[config.mk]
export PLATFORM = sky130hd
export DESIGN_NAME = bankers_safety_check_unit
export DESIGN_NICKNAME = d
export VERILOG_FILES = /design/src/hdl/bsc_pkg.sv /design/src/hdl/bankers_safety_check_unit.sv
export SDC_FILE = /design/constraint.sdc
export NUM_CORES = 1
export LEC_CHECK = 0
export BUFFER_PORTS_ARGS = -buffer_cell sky130_fd_sc_hd__buf_2
export CAP_MARGIN = 20
export CORE_ASPECT_RATIO = 1.2
export CORE_MARGIN = 2
export CORE_UTILIZATION = 59
export CTS_CLUSTER_DIAMETER = 60
export DETAILED_ROUTE_END_ITERATION = 8
export PLACE_DENSITY = 0.78
export SETUP_SLACK_MARGIN = 0.02
export SYNTH_ARGS = -nofsm -noshare
export SYNTH_HDL_FRONTEND = slang
export SYNTH_SLANG_ARGS = --single-unit
export TNS_END_PERCENT = 1
[constraint.sdc]
create_clock -name clk -period 12.39 [get_ports clk]
set_input_delay 3.717 -clock clk [delete_from_list [all_inputs] [get_ports clk]]
set_output_delay 3.717 -clock clk [all_outputs]
set_load 0.02 [all_outputs]
[src/hdl/bsc_pkg.sv]
// ============================================================================
// bsc_pkg
// Types and constants shared by the deadlock-avoidance check unit.
// ============================================================================
package bsc_pkg;

    localparam logic [1:0] OP_LOAD    = 2'd0;
    localparam logic [1:0] OP_REQUEST = 2'd1;
    localparam logic [1:0] OP_CHECK   = 2'd2;
    // The spare code behaves as a check.
    localparam logic [1:0] OP_SPARE   = 2'd3;

    localparam logic [2:0] ST_OK         = 3'd0;
    localparam logic [2:0] ST_OVER_NEED  = 3'd1;
    localparam logic [2:0] ST_OVER_AVAIL = 3'd2;
    localparam logic [2:0] ST_UNSAFE     = 3'd3;
    localparam logic [2:0] ST_BAD_LOAD   = 3'd4;

    localparam logic [7:0] RESET_TOTAL_A = 8'd10;
    localparam logic [7:0] RESET_TOTAL_B = 8'd5;
    localparam logic [7:0] RESET_TOTAL_C = 8'd7;

    localparam logic [1:0] REG_TOTAL_A = 2'd0;
    localparam logic [1:0] REG_TOTAL_B = 2'd1;
    localparam logic [1:0] REG_TOTAL_C = 2'd2;

    typedef struct packed {
        logic [1:0] operation;
        logic [2:0] process_id;
        logic [7:0] amount_a;
        logic [7:0] amount_b;
        logic [7:0] amount_c;
        logic [7:0] held_a;
        logic [7:0] held_b;
        logic [7:0] held_c;
    } bsc_item_t;

    typedef struct packed {
        logic [2:0]  status;
        logic [23:0] safe_order;
        logic [3:0]  order_length;
    } bsc_result_t;

endpackage

[src/hdl/bankers_safety_check_unit.sv]
// ============================================================================
// bankers_safety_check_unit
// Banker's deadlock-avoidance engine for three resource types. Held and
// need rows live in one synchronous memory; a sequencer scans it.
// ============================================================================
//  channel   signals                         direction
//  item      start, busy, item               in
//  result    result_valid, result            out (one cycle, no stall)
//  config    psel..pready, paddr, pwdata     APB slave
//
// A load is busy for one cycle. A request or check sums held over all rows
// (one row a cycle); a request that asks too much ends there. Otherwise the
// memory is scanned one row at a time, reading the row and then comparing
// it, as the single read port allows; the scan restarts at row 0 after every
// completion. The result strobe comes in the first cycle with busy low.
// Reset clears the tables through valid bits (cleared at once), no sweep.
// busy is high from the accepted item until its result strobe; results
// cannot be stalled.
module bankers_safety_check_unit #(
    parameter int PROCESSES = 8
) (
    input  logic                  clk,
    input  logic                  rst_n,
    input  logic                  start,
    output logic                  busy,
    input  bsc_pkg::bsc_item_t    item,
    output logic                  result_valid,
    output bsc_pkg::bsc_result_t  result,
    input  logic                  psel,
    input  logic                  penable,
    input  logic                  pwrite,
    input  logic [3:0]            paddr,
    input  logic [31:0]           pwdata,
    output logic [31:0]           prdata,
    output logic                  pready
);
    import bsc_pkg::*;

    localparam int PW = (PROCESSES > 1) ? $clog2(PROCESSES) : 1;
    localparam logic [PW-1:0] LAST = PW'(PROCESSES - 1);

    localparam logic [3:0] S_IDLE  = 4'd0;
    localparam logic [3:0] S_SUM   = 4'd1;
    localparam logic [3:0] S_SUMW  = 4'd2;
    localparam logic [3:0] S_REQ   = 4'd3;
    localparam logic [3:0] S_SCAN  = 4'd4;
    localparam logic [3:0] S_EVAL  = 4'd5;
    localparam logic [3:0] S_ROLL  = 4'd6;
    localparam logic [3:0] S_DONE  = 4'd7;
    localparam logic [3:0] S_RDREQ = 4'd8;

    // Row: held a,b,c then need a,b,c.
    logic [47:0] mem [PROCESSES];
    logic [PROCESSES-1:0] valid_reg;
    logic [47:0] rd_raw;
    logic        rd_ok_reg;
    logic [47:0] row;
    logic [PW-1:0] rd_addr;
    logic        wr_en;
    logic [PW-1:0] wr_addr;
    logic [47:0] wr_data;

    logic [7:0] total_reg [3];
    logic [3:0] state_reg;
    bsc_item_t  item_reg;
    logic [PW-1:0] idx_reg;
    logic signed [11:0] avail_reg [3];
    logic signed [11:0] work_reg [3];
    logic [PROCESSES-1:0] fin_reg;
    logic [23:0] order_reg;
    logic [3:0]  len_reg;
    logic [2:0]  status_reg;
    logic        res_v_reg;
    logic [PW-1:0] pid;

    assign pid = item_reg.process_id[PW-1:0];
    assign row = rd_ok_reg ? rd_raw : 48'd0;

    always_ff @(posedge clk)
    begin
        if (wr_en)
        begin
            mem[wr_addr] <= wr_data;
        end
        rd_raw <= mem[rd_addr];
    end

    always_ff @(posedge clk or negedge rst_n)
    begin
        if (!rst_n)
        begin
            valid_reg <= '0;
            rd_ok_reg <= 1'b0;
        end
        else
        begin
            rd_ok_reg <= valid_reg[rd_addr] && !(wr_en && wr_addr == rd_addr);
            if (wr_en)
            begin
                valid_reg[wr_addr] <= 1'b1;
            end
        end
    end

    // APB
    logic cfg_wr;
    assign pready = 1'b1;
    assign cfg_wr = psel && penable && pwrite;
    always_comb
    begin
        unique case (paddr[3:2])
            REG_TOTAL_A: prdata = {24'd0, total_reg[0]};
            REG_TOTAL_B: prdata = {24'd0, total_reg[1]};
            REG_TOTAL_C: prdata = {24'd0, total_reg[2]};
            default:     prdata = 32'd0;
        endcase
    end

    logic accept;
    assign busy   = (state_reg != S_IDLE);
    assign accept = start && !busy;

    logic id_ok, load_bad, fits, over_need, over_avail;
    logic [7:0] amt [3];
    logic [7:0] hld [3];
    assign amt[0] = item_reg.amount_a;
    assign amt[1] = item_reg.amount_b;
    assign amt[2] = item_reg.amount_c;
    assign hld[0] = item_reg.held_a;
    assign hld[1] = item_reg.held_b;
    assign hld[2] = item_reg.held_c;
    assign id_ok  = {1'b0, item_reg.process_id} < 4'(PROCESSES);
    assign load_bad = !id_ok || hld[0] > amt[0] || hld[1] > amt[1] || hld[2] > amt[2];

    always_comb
    begin
        fits = 1'b1;
        over_need = 1'b0;
        over_avail = 1'b0;
        for (int k = 0; k < 3; k++)
        begin
            if ($signed({4'd0, row[23-8*k -: 8]}) > work_reg[k])
            begin
                fits = 1'b0;
            end
            if (amt[k] > row[23-8*k -: 8])
            begin
                over_need = 1'b1;
            end
            if ($signed({4'd0, amt[k]}) > avail_reg[k])
            begin
                over_avail = 1'b1;
            end
        end
    end

    always_comb
    begin
        rd_addr = idx_reg;
        wr_en = 1'b0;
        wr_addr = pid;
        wr_data = '0;
        if (state_reg == S_IDLE && item_reg.operation == OP_LOAD)
        begin
            wr_data = '0;
        end
        if (state_reg == S_DONE && item_reg.operation == OP_LOAD && !load_bad)
        begin
            wr_en = 1'b1;
            wr_data = {hld[0], hld[1], hld[2],
                       amt[0] - hld[0], amt[1] - hld[1], amt[2] - hld[2]};
        end
        if (state_reg == S_REQ && id_ok && !over_need && !over_avail)
        begin
            wr_en = 1'b1;
            wr_data = {row[47:40] + amt[0], row[39:32] + amt[1], row[31:24] + amt[2],
                       row[23:16] - amt[0], row[15:8] - amt[1], row[7:0] - amt[2]};
        end
        if (state_reg == S_ROLL)
        begin
            wr_en = 1'b1;
            wr_data = {row[47:40] - amt[0], row[39:32] - amt[1], row[31:24] - amt[2],
                       row[23:16] + amt[0], row[15:8] + amt[1], row[7:0] + amt[2]};
        end
        // The requester's row is fetched during the compare cycle so that a
        // rollback finds it ready.
        if (state_reg == S_RDREQ || state_reg == S_EVAL || state_reg == S_ROLL)
        begin
            rd_addr = pid;
        end
    end

    always_ff @(posedge clk or negedge rst_n)
    begin
        if (!rst_n)
        begin
            total_reg[0] <= RESET_TOTAL_A;
            total_reg[1] <= RESET_TOTAL_B;
            total_reg[2] <= RESET_TOTAL_C;
            state_reg <= S_IDLE;
            res_v_reg <= 1'b0;
        end
        else
        begin
            res_v_reg <= 1'b0;
            if (cfg_wr && paddr[3:2] <= REG_TOTAL_C)
            begin
                total_reg[paddr[3:2]] <= pwdata[7:0];
            end
            unique case (state_reg)
                S_IDLE:
                begin
                    if (accept)
                    begin
                        state_reg <= (item.operation == OP_LOAD) ? S_DONE : S_SUM;
                    end
                end
                S_SUM:  state_reg <= (idx_reg == LAST) ? S_SUMW : S_SUM;
                S_SUMW: state_reg <= (item_reg.operation == OP_REQUEST) ? S_RDREQ : S_SCAN;
                S_RDREQ: state_reg <= S_REQ;
                S_REQ:
                begin
                    state_reg <= (!id_ok || over_need || over_avail) ? S_DONE : S_SCAN;
                end
                S_SCAN: state_reg <= S_EVAL;
                S_EVAL:
                begin
                    if (!fin_reg[idx_reg] && fits)
                    begin
                        if (len_reg == 4'(PROCESSES - 1))
                        begin
                            state_reg <= S_DONE;
                        end
                        else
                        begin
                            state_reg <= S_SCAN;
                        end
                    end
                    else if (idx_reg == LAST)
                    begin
                        state_reg <= (item_reg.operation == OP_REQUEST) ? S_ROLL : S_DONE;
                    end
                    else
                    begin
                        state_reg <= S_SCAN;
                    end
                end
                S_ROLL: state_reg <= S_DONE;
                S_DONE:
                begin
                    state_reg <= S_IDLE;
                    res_v_reg <= 1'b1;
                end
                default: state_reg <= S_IDLE;
            endcase
        end
    end

    // Datapath registers (no reset needed).
    always_ff @(posedge clk)
    begin
        unique case (state_reg)
            S_IDLE:
            begin
                item_reg <= item;
                idx_reg <= '0;
                for (int k = 0; k < 3; k++)
                begin
                    avail_reg[k] <= $signed({4'd0, total_reg[k]});
                end
                fin_reg <= '0;
                order_reg <= '0;
                len_reg <= '0;
                status_reg <= ST_OK;
            end
            S_SUM:
            begin
                idx_reg <= (idx_reg == LAST) ? '0 : idx_reg + 1'b1;
            end
            S_SUMW, S_SCAN, S_RDREQ:
            begin
            end
            S_REQ:
            begin
                for (int k = 0; k < 3; k++)
                begin
                    work_reg[k] <= avail_reg[k];
                end
                if (!id_ok || over_need)
                begin
                    status_reg <= ST_OVER_NEED;
                end
                else if (over_avail)
                begin
                    status_reg <= ST_OVER_AVAIL;
                end
                else
                begin
                    for (int k = 0; k < 3; k++)
                    begin
                        work_reg[k] <= avail_reg[k] - $signed({4'd0, amt[k]});
                    end
                end
            end
            S_EVAL:
            begin
                if (!fin_reg[idx_reg] && fits)
                begin
                    fin_reg[idx_reg] <= 1'b1;
                    order_reg[3*len_reg[2:0] +: 3] <= 3'(idx_reg);
                    len_reg <= len_reg + 4'd1;
                    for (int k = 0; k < 3; k++)
                    begin
                        work_reg[k] <= work_reg[k] + $signed({4'd0, row[47-8*k -: 8]});
                    end
                    idx_reg <= '0;
                end
                else if (idx_reg != LAST)
                begin
                    idx_reg <= idx_reg + 1'b1;
                end
                else
                begin
                    status_reg <= ST_UNSAFE;
                end
            end
            S_ROLL:
            begin
            end
            S_DONE:
            begin
                if (item_reg.operation == OP_LOAD && load_bad)
                begin
                    status_reg <= ST_BAD_LOAD;
                end
            end
            default:
            begin
            end
        endcase
        // Held sums: the row read in S_SUM arrives in the following cycle.
        if (state_reg == S_SUM && idx_reg != '0 || state_reg == S_SUMW)
        begin
            for (int k = 0; k < 3; k++)
            begin
                avail_reg[k] <= avail_reg[k] - $signed({4'd0, row[47-8*k -: 8]});
            end
        end
        if (state_reg == S_SUMW && item_reg.operation != OP_REQUEST)
        begin
            for (int k = 0; k < 3; k++)
            begin
                work_reg[k] <= avail_reg[k] - $signed({4'd0, row[47-8*k -: 8]});
            end
        end
    end

    assign result_valid = res_v_reg;
    always_comb
    begin
        result.status = status_reg;
        result.safe_order = order_reg;
        result.order_length = len_reg;
        if (status_reg == ST_OVER_NEED || status_reg == ST_OVER_AVAIL
            || status_reg == ST_BAD_LOAD || item_reg.operation == OP_LOAD)
        begin
            result.safe_order = '0;
            result.order_length = '0;
        end
    end

    a_busy_result: assert property (@(posedge clk) disable iff (!rst_n)
        result_valid |-> !busy) else $error("result while busy");
    a_one_result: assert property (@(posedge clk) disable iff (!rst_n)
        result_valid |=> !result_valid) else $error("double result");
    a_len_max: assert property (@(posedge clk) disable iff (!rst_n)
        result_valid |-> result.order_length <= 4'(PROCESSES))
        else $error("length overflow");
    a_accept_busy: assert property (@(posedge clk) disable iff (!rst_n)
        accept |=> busy) else $error("accept not tracked");

endmodule

# Word level (Yosys, flattened, before mapping)
# Memory sizes are Yosys's and may differ from the RTL's. A register that Yosys moved wholly into a read port is not among the register bits.
# Index checks and enable logic that the tools add are counted.
# classes
n_eq_ne	26
multipliers	1
n_bitwise	15
shifts	2
reduce_logical	44
n_mux	87
addsub	27
n_lt_le_gt_ge	20
# ops
cell	n
$mux W48	4
$mux W12	12
$gt A9 B12 Y1	6
$sub A12 B9 Y12	6
$sub A8 B8 Y8	9
$add A8 B8 Y8	6
$bwmux W24	2
$gt A8 B8 Y1	6
$pmux W24 S2	1
$add A12 B9 Y12	3
$mux W1	35
$neg A5 Y34	1
$shift A3 B34 Y24 const A	1
$shiftx A3 B34 Y24	1
$pmux W4 S8	1
$mux W3	10
$mux W28	1
$mux W24	1
$pmux W8 S3	1
$eq A4 B3 Y1 const B	5
$logic_and A1 B1 Y1	17
$demux W8 S2	1
$mux W4	4
$mux W8	2
other kinds (40)	86
# word_totals
n_memories	3
regBits	133
ram_bits	456
out_inout_bits	66
# memory_table
name	depth	width	rd	rd_ports_with_merged_regs	wr	line_no	source
mem	8	48	1	1	1	bankers_safety_check_unit.sv:53	logic [47:0] mem [PROCESSES];
avail_reg	3	12	3	0	3	bankers_safety_check_unit.sv:67	logic signed [11:0] avail_reg [3];
work_reg	3	12	3	0	3	bankers_safety_check_unit.sv:68	logic signed [11:0] work_reg [3];

# Depth between registers and ports, before layout
# Gate-level depths: netlist (run 1).
# logic_depth
word_depth	13
mapped_depth	21
mapped_depth_nobuf	14

# Worst setup path after synthesis (run 1)
# No wires, ideal clock.
# synth_timing
path_type	register -> register
from	register rd_ok_reg
to	memory mem[0][0] (enable)
arrival_time_ns	8.256
setup_slack_ns	3.561
t_required_ns	11.817
synth_period_minus_slack_ns	8.829
stages_incl_launch_ff	19
path_cell_list	dfrtp_1 > buf_4 > buf_6 > buf_2 > buf_2 > clkbuf_1 > clkbuf_1 > nand2_1 > ha_1 > fa_1 > nand3b_1 > a21oi_1 > a31oi_1 > a211o_1 > or4b_1 > buf_2 > nand2_2 > nor2_2 > nor4_1
# synth_via
elab_chain_len	12
# synth_rtl
item	line_no	source
from (decl)	bankers_safety_check_unit.sv:56	logic rd_ok_reg;
from (signal assigned)	bankers_safety_check_unit.sv:97	rd_ok_reg <= valid_reg[rd_addr] && !(wr_en && wr_addr == rd_addr);
$mux W48 *	bankers_safety_check_unit.sv:77	assign row = rd_ok_reg ? rd_raw : 48'd0;
$gt A8 B8 Y1	bankers_safety_check_unit.sv:146	if (amt[k] > row[23-8*k -: 8])
$mux W1 (2 in a row)	bankers_safety_check_unit.sv:146	
$mux W1 *	bankers_safety_check_unit.sv:146	
$logic_not A1 Y1 *	bankers_safety_check_unit.sv:173	if (state_reg == S_REQ && id_ok && !over_need && !over_avail)
$logic_and A1 B1 Y1 * (2 in a row)	bankers_safety_check_unit.sv:173	
$mux W1 *	bankers_safety_check_unit.sv:173	
$mux W1 *	bankers_safety_check_unit.sv:179	if (state_reg == S_ROLL)
$mux W1 *	bankers_safety_check_unit.sv:81	if (wr_en)
$mux W1 (implied by the code) *	bankers_safety_check_unit.sv:83	mem[wr_addr] <= wr_data;
to (decl)	bankers_safety_check_unit.sv:53	
# Every way passes the cells marked *; elsewhere a longest branch is shown, timed or not.

# Worst setup path after layout (run 1)
# layout_timing
from	input paddr[2]
to	output prdata[7]
# layout_via
elab_chain_len	2
# layout_rtl
item	line_no	source
from (decl)	bankers_safety_check_unit.sv:32	input logic [3:0] paddr,
$eq A2 B2 Y1 (tied with other cells)	bankers_safety_check_unit.sv:111	unique case (paddr[3:2])
$pmux W8 S3 *	bankers_safety_check_unit.sv:111	
to (decl)	bankers_safety_check_unit.sv:34	output logic [31:0] prdata,
# Marked as above.

==> results of run 1 <==
[area by class of cell]
type | count | area [um2] | share of cell area
well taps | 792 | 991 | 0.0258
flip-flops and latches | 637 | 18500 | 0.481
inverters | 184 | 691 | 0.0180
multi-input cells | 2103 | 15100 | 0.395
repair buffers | 146 | 847 | 0.0221
clock inverters | 38 | 574 | 0.0150
clock buffers | 77 | 1670 | 0.0434
[worst min-delay path by stage]
stage / startpoint / end / slack (ns) / cells past startpoint
after floorplan: valid_reg[0] / valid_reg[0] / 0.42 / 2
after global placement: valid_reg[0] / valid_reg[0] / 0.44 / 2
after detailed placement: valid_reg[0] / valid_reg[0] / 0.45 / 2
after CTS: valid_reg[0] / valid_reg[0] / 0.46 / 2
after global routing: valid_reg[0] / valid_reg[0] / 0.47 / 2
final: valid_reg[0] / valid_reg[0] / 0.46 / 2
[kinds of logic after synthesis]
logic type | after synthesis | synth area share
compound gates | 783 | 0.144
simple gates | 695 | 0.0913
flops | 637 | 0.529
buf+inv | 362 | 0.0435
mux | 270 | 0.0823
fa+ha+maj | 217 | 0.0814
xor+xnor | 113 | 0.0283
other cells | 2 | 0.000215
[critical path: cells and delay by family]
kind                   cells  cell delay, ns
buffers and inverters      2            0.39
AO/OA/AOI/OAI              1            0.10
AND/OR/NAND/NOR            2            0.58
[synth_stat cells (all sizes together), types with 9 or more instances]
master and n:
a211oi 33, a21boi 9, a21o 32, a21oi 201, a221oi 18, a22oi 13
a31oi 25, and2 47, buf 72, clkbuf 106, dfrtp 31, dfxtp 48
edfxtp 551, fa 20, ha 188, inv 181, maj3 9, mux2 137
mux2i 133, nand2 217, nand2b 36, nand3 21, nor2 231, nor2b 33
nor3 50, o211ai 57, o21a 16, o21ai 196, o21bai 28, o221a 11
o221ai 26, o22ai 47, o31ai 14, or3 15, xnor2 82, xor2 31
[metal layers]
| metal | global-route usage | part of all wire | vias to the layer above |
|---|---|---|---|
| met3 | 0.0393 | 0.073 | 213 |
| met2 | 0.476 | 0.47 | 1012 |
| met1 | 0.394 | 0.41 | 12093 |
| li1 | - | - | 11437 |
| met5 | 0 | 0 | - |
| met4 | 0.121 | 0.042 | 0 |
[stage by stage]
step                      cell area [um2]  setup WS (ns)  total power, uW  cells
after global routing                38400           3.80            11400   3977
final                               38400           3.89            10700   3977
after global placement              36100           3.93             8370   3856
after CTS                           38400           3.89            10700   3973
after floorplan                     35000           3.56             7290   3102
after detailed placement            36100           3.89             8580   3858
[power by group]
| group | switching (uW) | internal (uW) |
|---|---|---|
| clock network | 835 | 1230 |
| logic | 3230 | 2090 |
| registers | 370 | 2960 |
==> results.sh, run 1 <==
export IMPL_outcome="finished, final reports clean"
export IMPL_synth_top_area_share=0.474
export IMPL_grt_overflow=0
export IMPL_clock_sinks=637
export IMPL_drc=0
export IMPL_reg2regPathDepth=16
export IMPL_dr_pass1_iters=6
export IMPL_ys_top_cells_by_area="edfxtp_1 (47%), ha_1 (6.7%), mux2_2 (4.4%)"
export IMPL_critPathKind="in2out"
export IMPL_hpwl_mm=58.4
export IMPL_nets=3436
export IMPL_drtAntennaViolNets=0
export IMPL_largest_reg_flops=384
export IMPL_ys_seq_area_frac=0.529
export IMPL_ir_drop_uv=363
export IMPL_tns_ns=0
export IMPL_layout_drive_gt1_share=0.139
export IMPL_routed_via_density=6.22
export IMPL_drtIter0Drc=2624
export IMPL_r2r_start="rd_ok_reg"
export IMPL_required_ns=8.67
export IMPL_reg_largest_list="mem x384, rd_raw x48"
export IMPL_cp_data_arrival_time_ns=4.79
export IMPL_vias=24755
export IMPL_max_freq_mhz=118
export IMPL_cts_hold_buf=0
export IMPL_final_setup_viol_count=0
export IMPL_cts_inserted_buffers=61
export IMPL_grt_antenna_before_repair=0
export IMPL_track_usage=0.292
export IMPL_ys_async_sr_fraction=0.0597
export IMPL_finalHoldViolCount=0
export IMPL_rows=97
export IMPL_syn_inst=3079
export IMPL_slowest_delay_ns=0.46
export IMPL_clkLatencyLatePin_ns=0.65
export IMPL_yosys_area_top_type="edfxtp_1"
export IMPL_start_util=0.597
export IMPL_mostFrequentLayoutCells="edfxtp_1 (551), nor2_1 (225), nand2_1 (216), a21oi_1 (197), ha_1 (188)"
export IMPL_post_route_util=0.656
export IMPL_ctsResizeCount=0
export IMPL_grt_pass1_wl_mm=138
export IMPL_drt_total_wl_mm=89.4
export IMPL_hold_class="reg2reg"
export IMPL_fin_crit_ns=8.50
export IMPL_final_hold_worst_slack_ns=0.457
export IMPL_path_max_fanout=12
export IMPL_ys_warn_count=0
export IMPL_cts_buffer_depth=3
export IMPL_fillers=4383
export IMPL_wl_per_cell_um=22.5
export IMPL_critPathLaunch="paddr[2]"
export IMPL_grt_pass1_vias=24612
export IMPL_grt_max_degree=197
export IMPL_io_pins=161
export IMPL_place_congestion=0.926
export IMPL_clock_root_buffer="clkbuf_16"
export IMPL_avgSynthCellArea_um2=11.3
export IMPL_critPathCaptureType="output pin"
export IMPL_rsz0062_at_grt="no"
export IMPL_final_period_utilization=0.686
export IMPL_die_w_um=226
export IMPL_cts_htree_levels=2
export IMPL_post_cts_buffers=0
export IMPL_diodes=0
export IMPL_final_common_cell="edfxtp_1"
export IMPL_clock_skew_ns=0.0288
export IMPL_io_buffers=109
export IMPL_top_register="mem"
export IMPL_reg2reg_slack_ns=6.50
export IMPL_critPathMostFrequentCell="buf_2"
export IMPL_crit_slowest_cell="nor2b_1"
export IMPL_synth_area_um2=34900
export IMPL_synth_cell_type_count=88
export IMPL_crit_path_end="prdata[7]"
export IMPL_chipHeight_um=271
export IMPL_p_per_area_nw_per_um2=279
export IMPL_coreArea_um2=58500
export IMPL_synth_top_flop_cell="edfxtp_1"
export IMPL_postSynthRegisterBits=637
export IMPL_slew_headroom=0.244
export IMPL_fp_dieArea_um2=61200
export IMPL_areaGrowthSynthToFinish_pct=9.89
export IMPL_final_max_slew_violation_count=0
export IMPL_drv_cap=0
export IMPL_startpoint_type="primary input"
export IMPL_crit_chain="buf_2, nor2b_1, nand2_1, o21ai_0, buf_2"
export IMPL_tightest_slew_ns=1.12
export IMPL_p_leak_uw=0.0146
export IMPL_cts_tree="yes"
export IMPL_clk_pin_slew_ns=0.06
export IMPL_synth_edf_count=551
export IMPL_reg2reg_to="mem[1][1]"
Note: power is estimated with default switching activity, not from simulation.
==> run 2: changes to the inputs <==
Settings changed: CORE_UTILIZATION 59 to 56.
Clock period 12.39 ns to 7.4 ns, I/O delays scaled along.
==> run 2 against run 1 <==
  * Clock power is 53% higher
  * Register-to-register slack lost 4.8 ns
  * Cell area is 0.19% lower
  * Combinational power grew 68%
  * Global-route usage shrank 2.0 points
  * First-iteration DRC count is 3.8% higher
  * Critical path type is now reg2reg
  * Critical endpoint is now mem[3][29]
  * Largest power group unchanged
  * Highest routed layer unchanged
==> results.sh, run 2 (same netlist as run 1, synthesis figures left out) <==
export IMPL_layout_drive_gt1_share=0.139
export IMPL_max_freq_mhz=176
export IMPL_cp_data_arrival_time_ns=5.96
export IMPL_largest_reg_flops=384
export IMPL_rows=100
export IMPL_cts_tree="yes"
export IMPL_start_util=0.565
export IMPL_grt_antenna_before_repair=0
export IMPL_p_leak_uw=0.0146
export IMPL_nets=3442
export IMPL_final_hold_worst_slack_ns=0.457
export IMPL_die_w_um=232
export IMPL_drtAntennaViolNets=0
export IMPL_final_max_slew_violation_count=0
export IMPL_cts_inserted_buffers=61
export IMPL_cts_hold_buf=0
export IMPL_io_pins=161
export IMPL_clk_pin_slew_ns=0.06
export IMPL_fp_dieArea_um2=64400
export IMPL_outcome="finished, final reports clean"
export IMPL_startpoint_type="flop"
export IMPL_clock_root_buffer="clkbuf_16"
export IMPL_reg_largest_list="mem x384, rd_raw x48"
export IMPL_clock_sinks=637
export IMPL_final_common_cell="edfxtp_1"
export IMPL_tightest_slew_ns=1.18
export IMPL_drc=0
export IMPL_p_sw_uw=7470
export IMPL_sequentialPowerShare=0.316
export IMPL_combPwrFrac=0.506
export IMPL_vias=24831
export IMPL_grt_pass1_wl_mm=136
export IMPL_regArea_um2=18500
export IMPL_grt_overflow=0
export IMPL_fin_crit_ns=5.69
export IMPL_fillers=4779
export IMPL_swShare=0.421
export IMPL_final_setup_viol_count=0
export IMPL_clock_skew_ns=0.0291
export IMPL_finalHoldViolCount=0
export IMPL_critPathKind="reg2reg"
export IMPL_track_usage=0.271
export IMPL_drv_cap=0
export IMPL_areaGrowthSynthToFinish_pct=9.68
export IMPL_cts_buffer_depth=3
export IMPL_p_int_uw=10300
export IMPL_required_ns=7.67
export IMPL_mostFrequentLayoutCells="edfxtp_1 (551), nor2_1 (225), nand2_1 (216), a21oi_1 (197), ha_1 (188)"
export IMPL_io_buffers=109
export IMPL_multi_input_comb_area_um2=15100
export IMPL_grt_pass1_vias=24036
export IMPL_critPathCaptureType="flop"
export IMPL_coreArea_um2=61800
export IMPL_path_max_fanout=35
export IMPL_cts_htree_levels=2
export IMPL_ctsResizeCount=0
export IMPL_slew_headroom=0.211
export IMPL_hpwl_mm=59.7
export IMPL_rsz0062_at_grt="no"
export IMPL_chipHeight_um=278
export IMPL_clkPwrFrac=0.179
export IMPL_dr_pass1_iters=6
export IMPL_clkLatencyLatePin_ns=0.66
export IMPL_diodes=0
export IMPL_tns_ns=0
export IMPL_ir_drop_uv=543
export IMPL_post_route_util=0.620
export IMPL_post_cts_buffers=0
export IMPL_hold_class="reg2reg"
export IMPL_drt_total_wl_mm=89.2
export IMPL_grt_max_degree=197
export IMPL_p_per_area_nw_per_um2=464
export IMPL_routed_via_density=6.20
export IMPL_final_period_utilization=0.769
export IMPL_total_power_uw=17800
export IMPL_wl_per_cell_um=22.3
export IMPL_place_congestion=0.938
export IMPL_drtIter0Drc=2724
export IMPL_top_register="mem"
-- run 2: per-layer routing --
layer  share of wire  vias to the layer above  track usage  routed length, um
met5               0                        -            0                  0
met4           0.036                        0        0.107               3240
met3           0.075                      185       0.0305               6690
met2            0.47                     1072        0.443              42300
met1            0.41                    12148        0.371              36900
li1                -                    11426            -                  -
-- run 2: area by class of cell --
type / instances / share of cell area
clock buffer: 86 / 0.0454
inverter: 184 / 0.0180
tap: 816 / 0.0267
timing repair buffer: 152 / 0.0239
clock inverter: 30 / 0.00843
multi-input combinational: 2103 / 0.395
sequential: 637 / 0.482
-- run 2: through the flow --
stage,std cells,worst slack [ns],area (um2)
after floorplan,3102,-0.186,35000
after global placement,3884,1.89,36200
after detailed placement,3886,1.81,36200
after CTS,4002,1.80,38300
after global routing,4008,1.51,38300
final,4008,1.71,38300
-- run 2: final timing paths --
check	from	endpoint	slack [ns]	cells after the start
min reg2reg	valid_reg[2]	valid_reg[2]	0.46	2
max in group asynchronous	rst_n	rd_ok_reg	4.99	1
max	rd_ok_reg	mem[3][29]	1.71	14
min in group asynchronous	rst_n	total_reg[3]	1.73	1
max reg2reg	rd_ok_reg	mem[3][29]	1.71	14
min	valid_reg[2]	valid_reg[2]	0.46	2
-- run 2: critical path, cell delays in order (launching register included) --
cell,delay [ns]
dfrtp_2,0.70
buf_4,0.40
nand2_1,0.23
ha_1,0.31
inv_1,0.08
ha_1,0.21
a21o_1,0.13
a41oi_1,0.17
o22ai_1,0.34
o31ai_2,0.18
or4b_2,0.71
nand2_2,0.22
o21ai_1,0.32
nor2_4,0.60
buf_4,0.66
-- run 2: power by group through the flow --
stage               Clock, uW  Sequential, uW  Combinational [uW]
global route             3340            5670                9850
finish                   3170            5600                8980
global placement            0            5620                8490
detailed placement          0            5640                8820
floorplan                   0            5270                6940
CTS                      3220            5580                8880
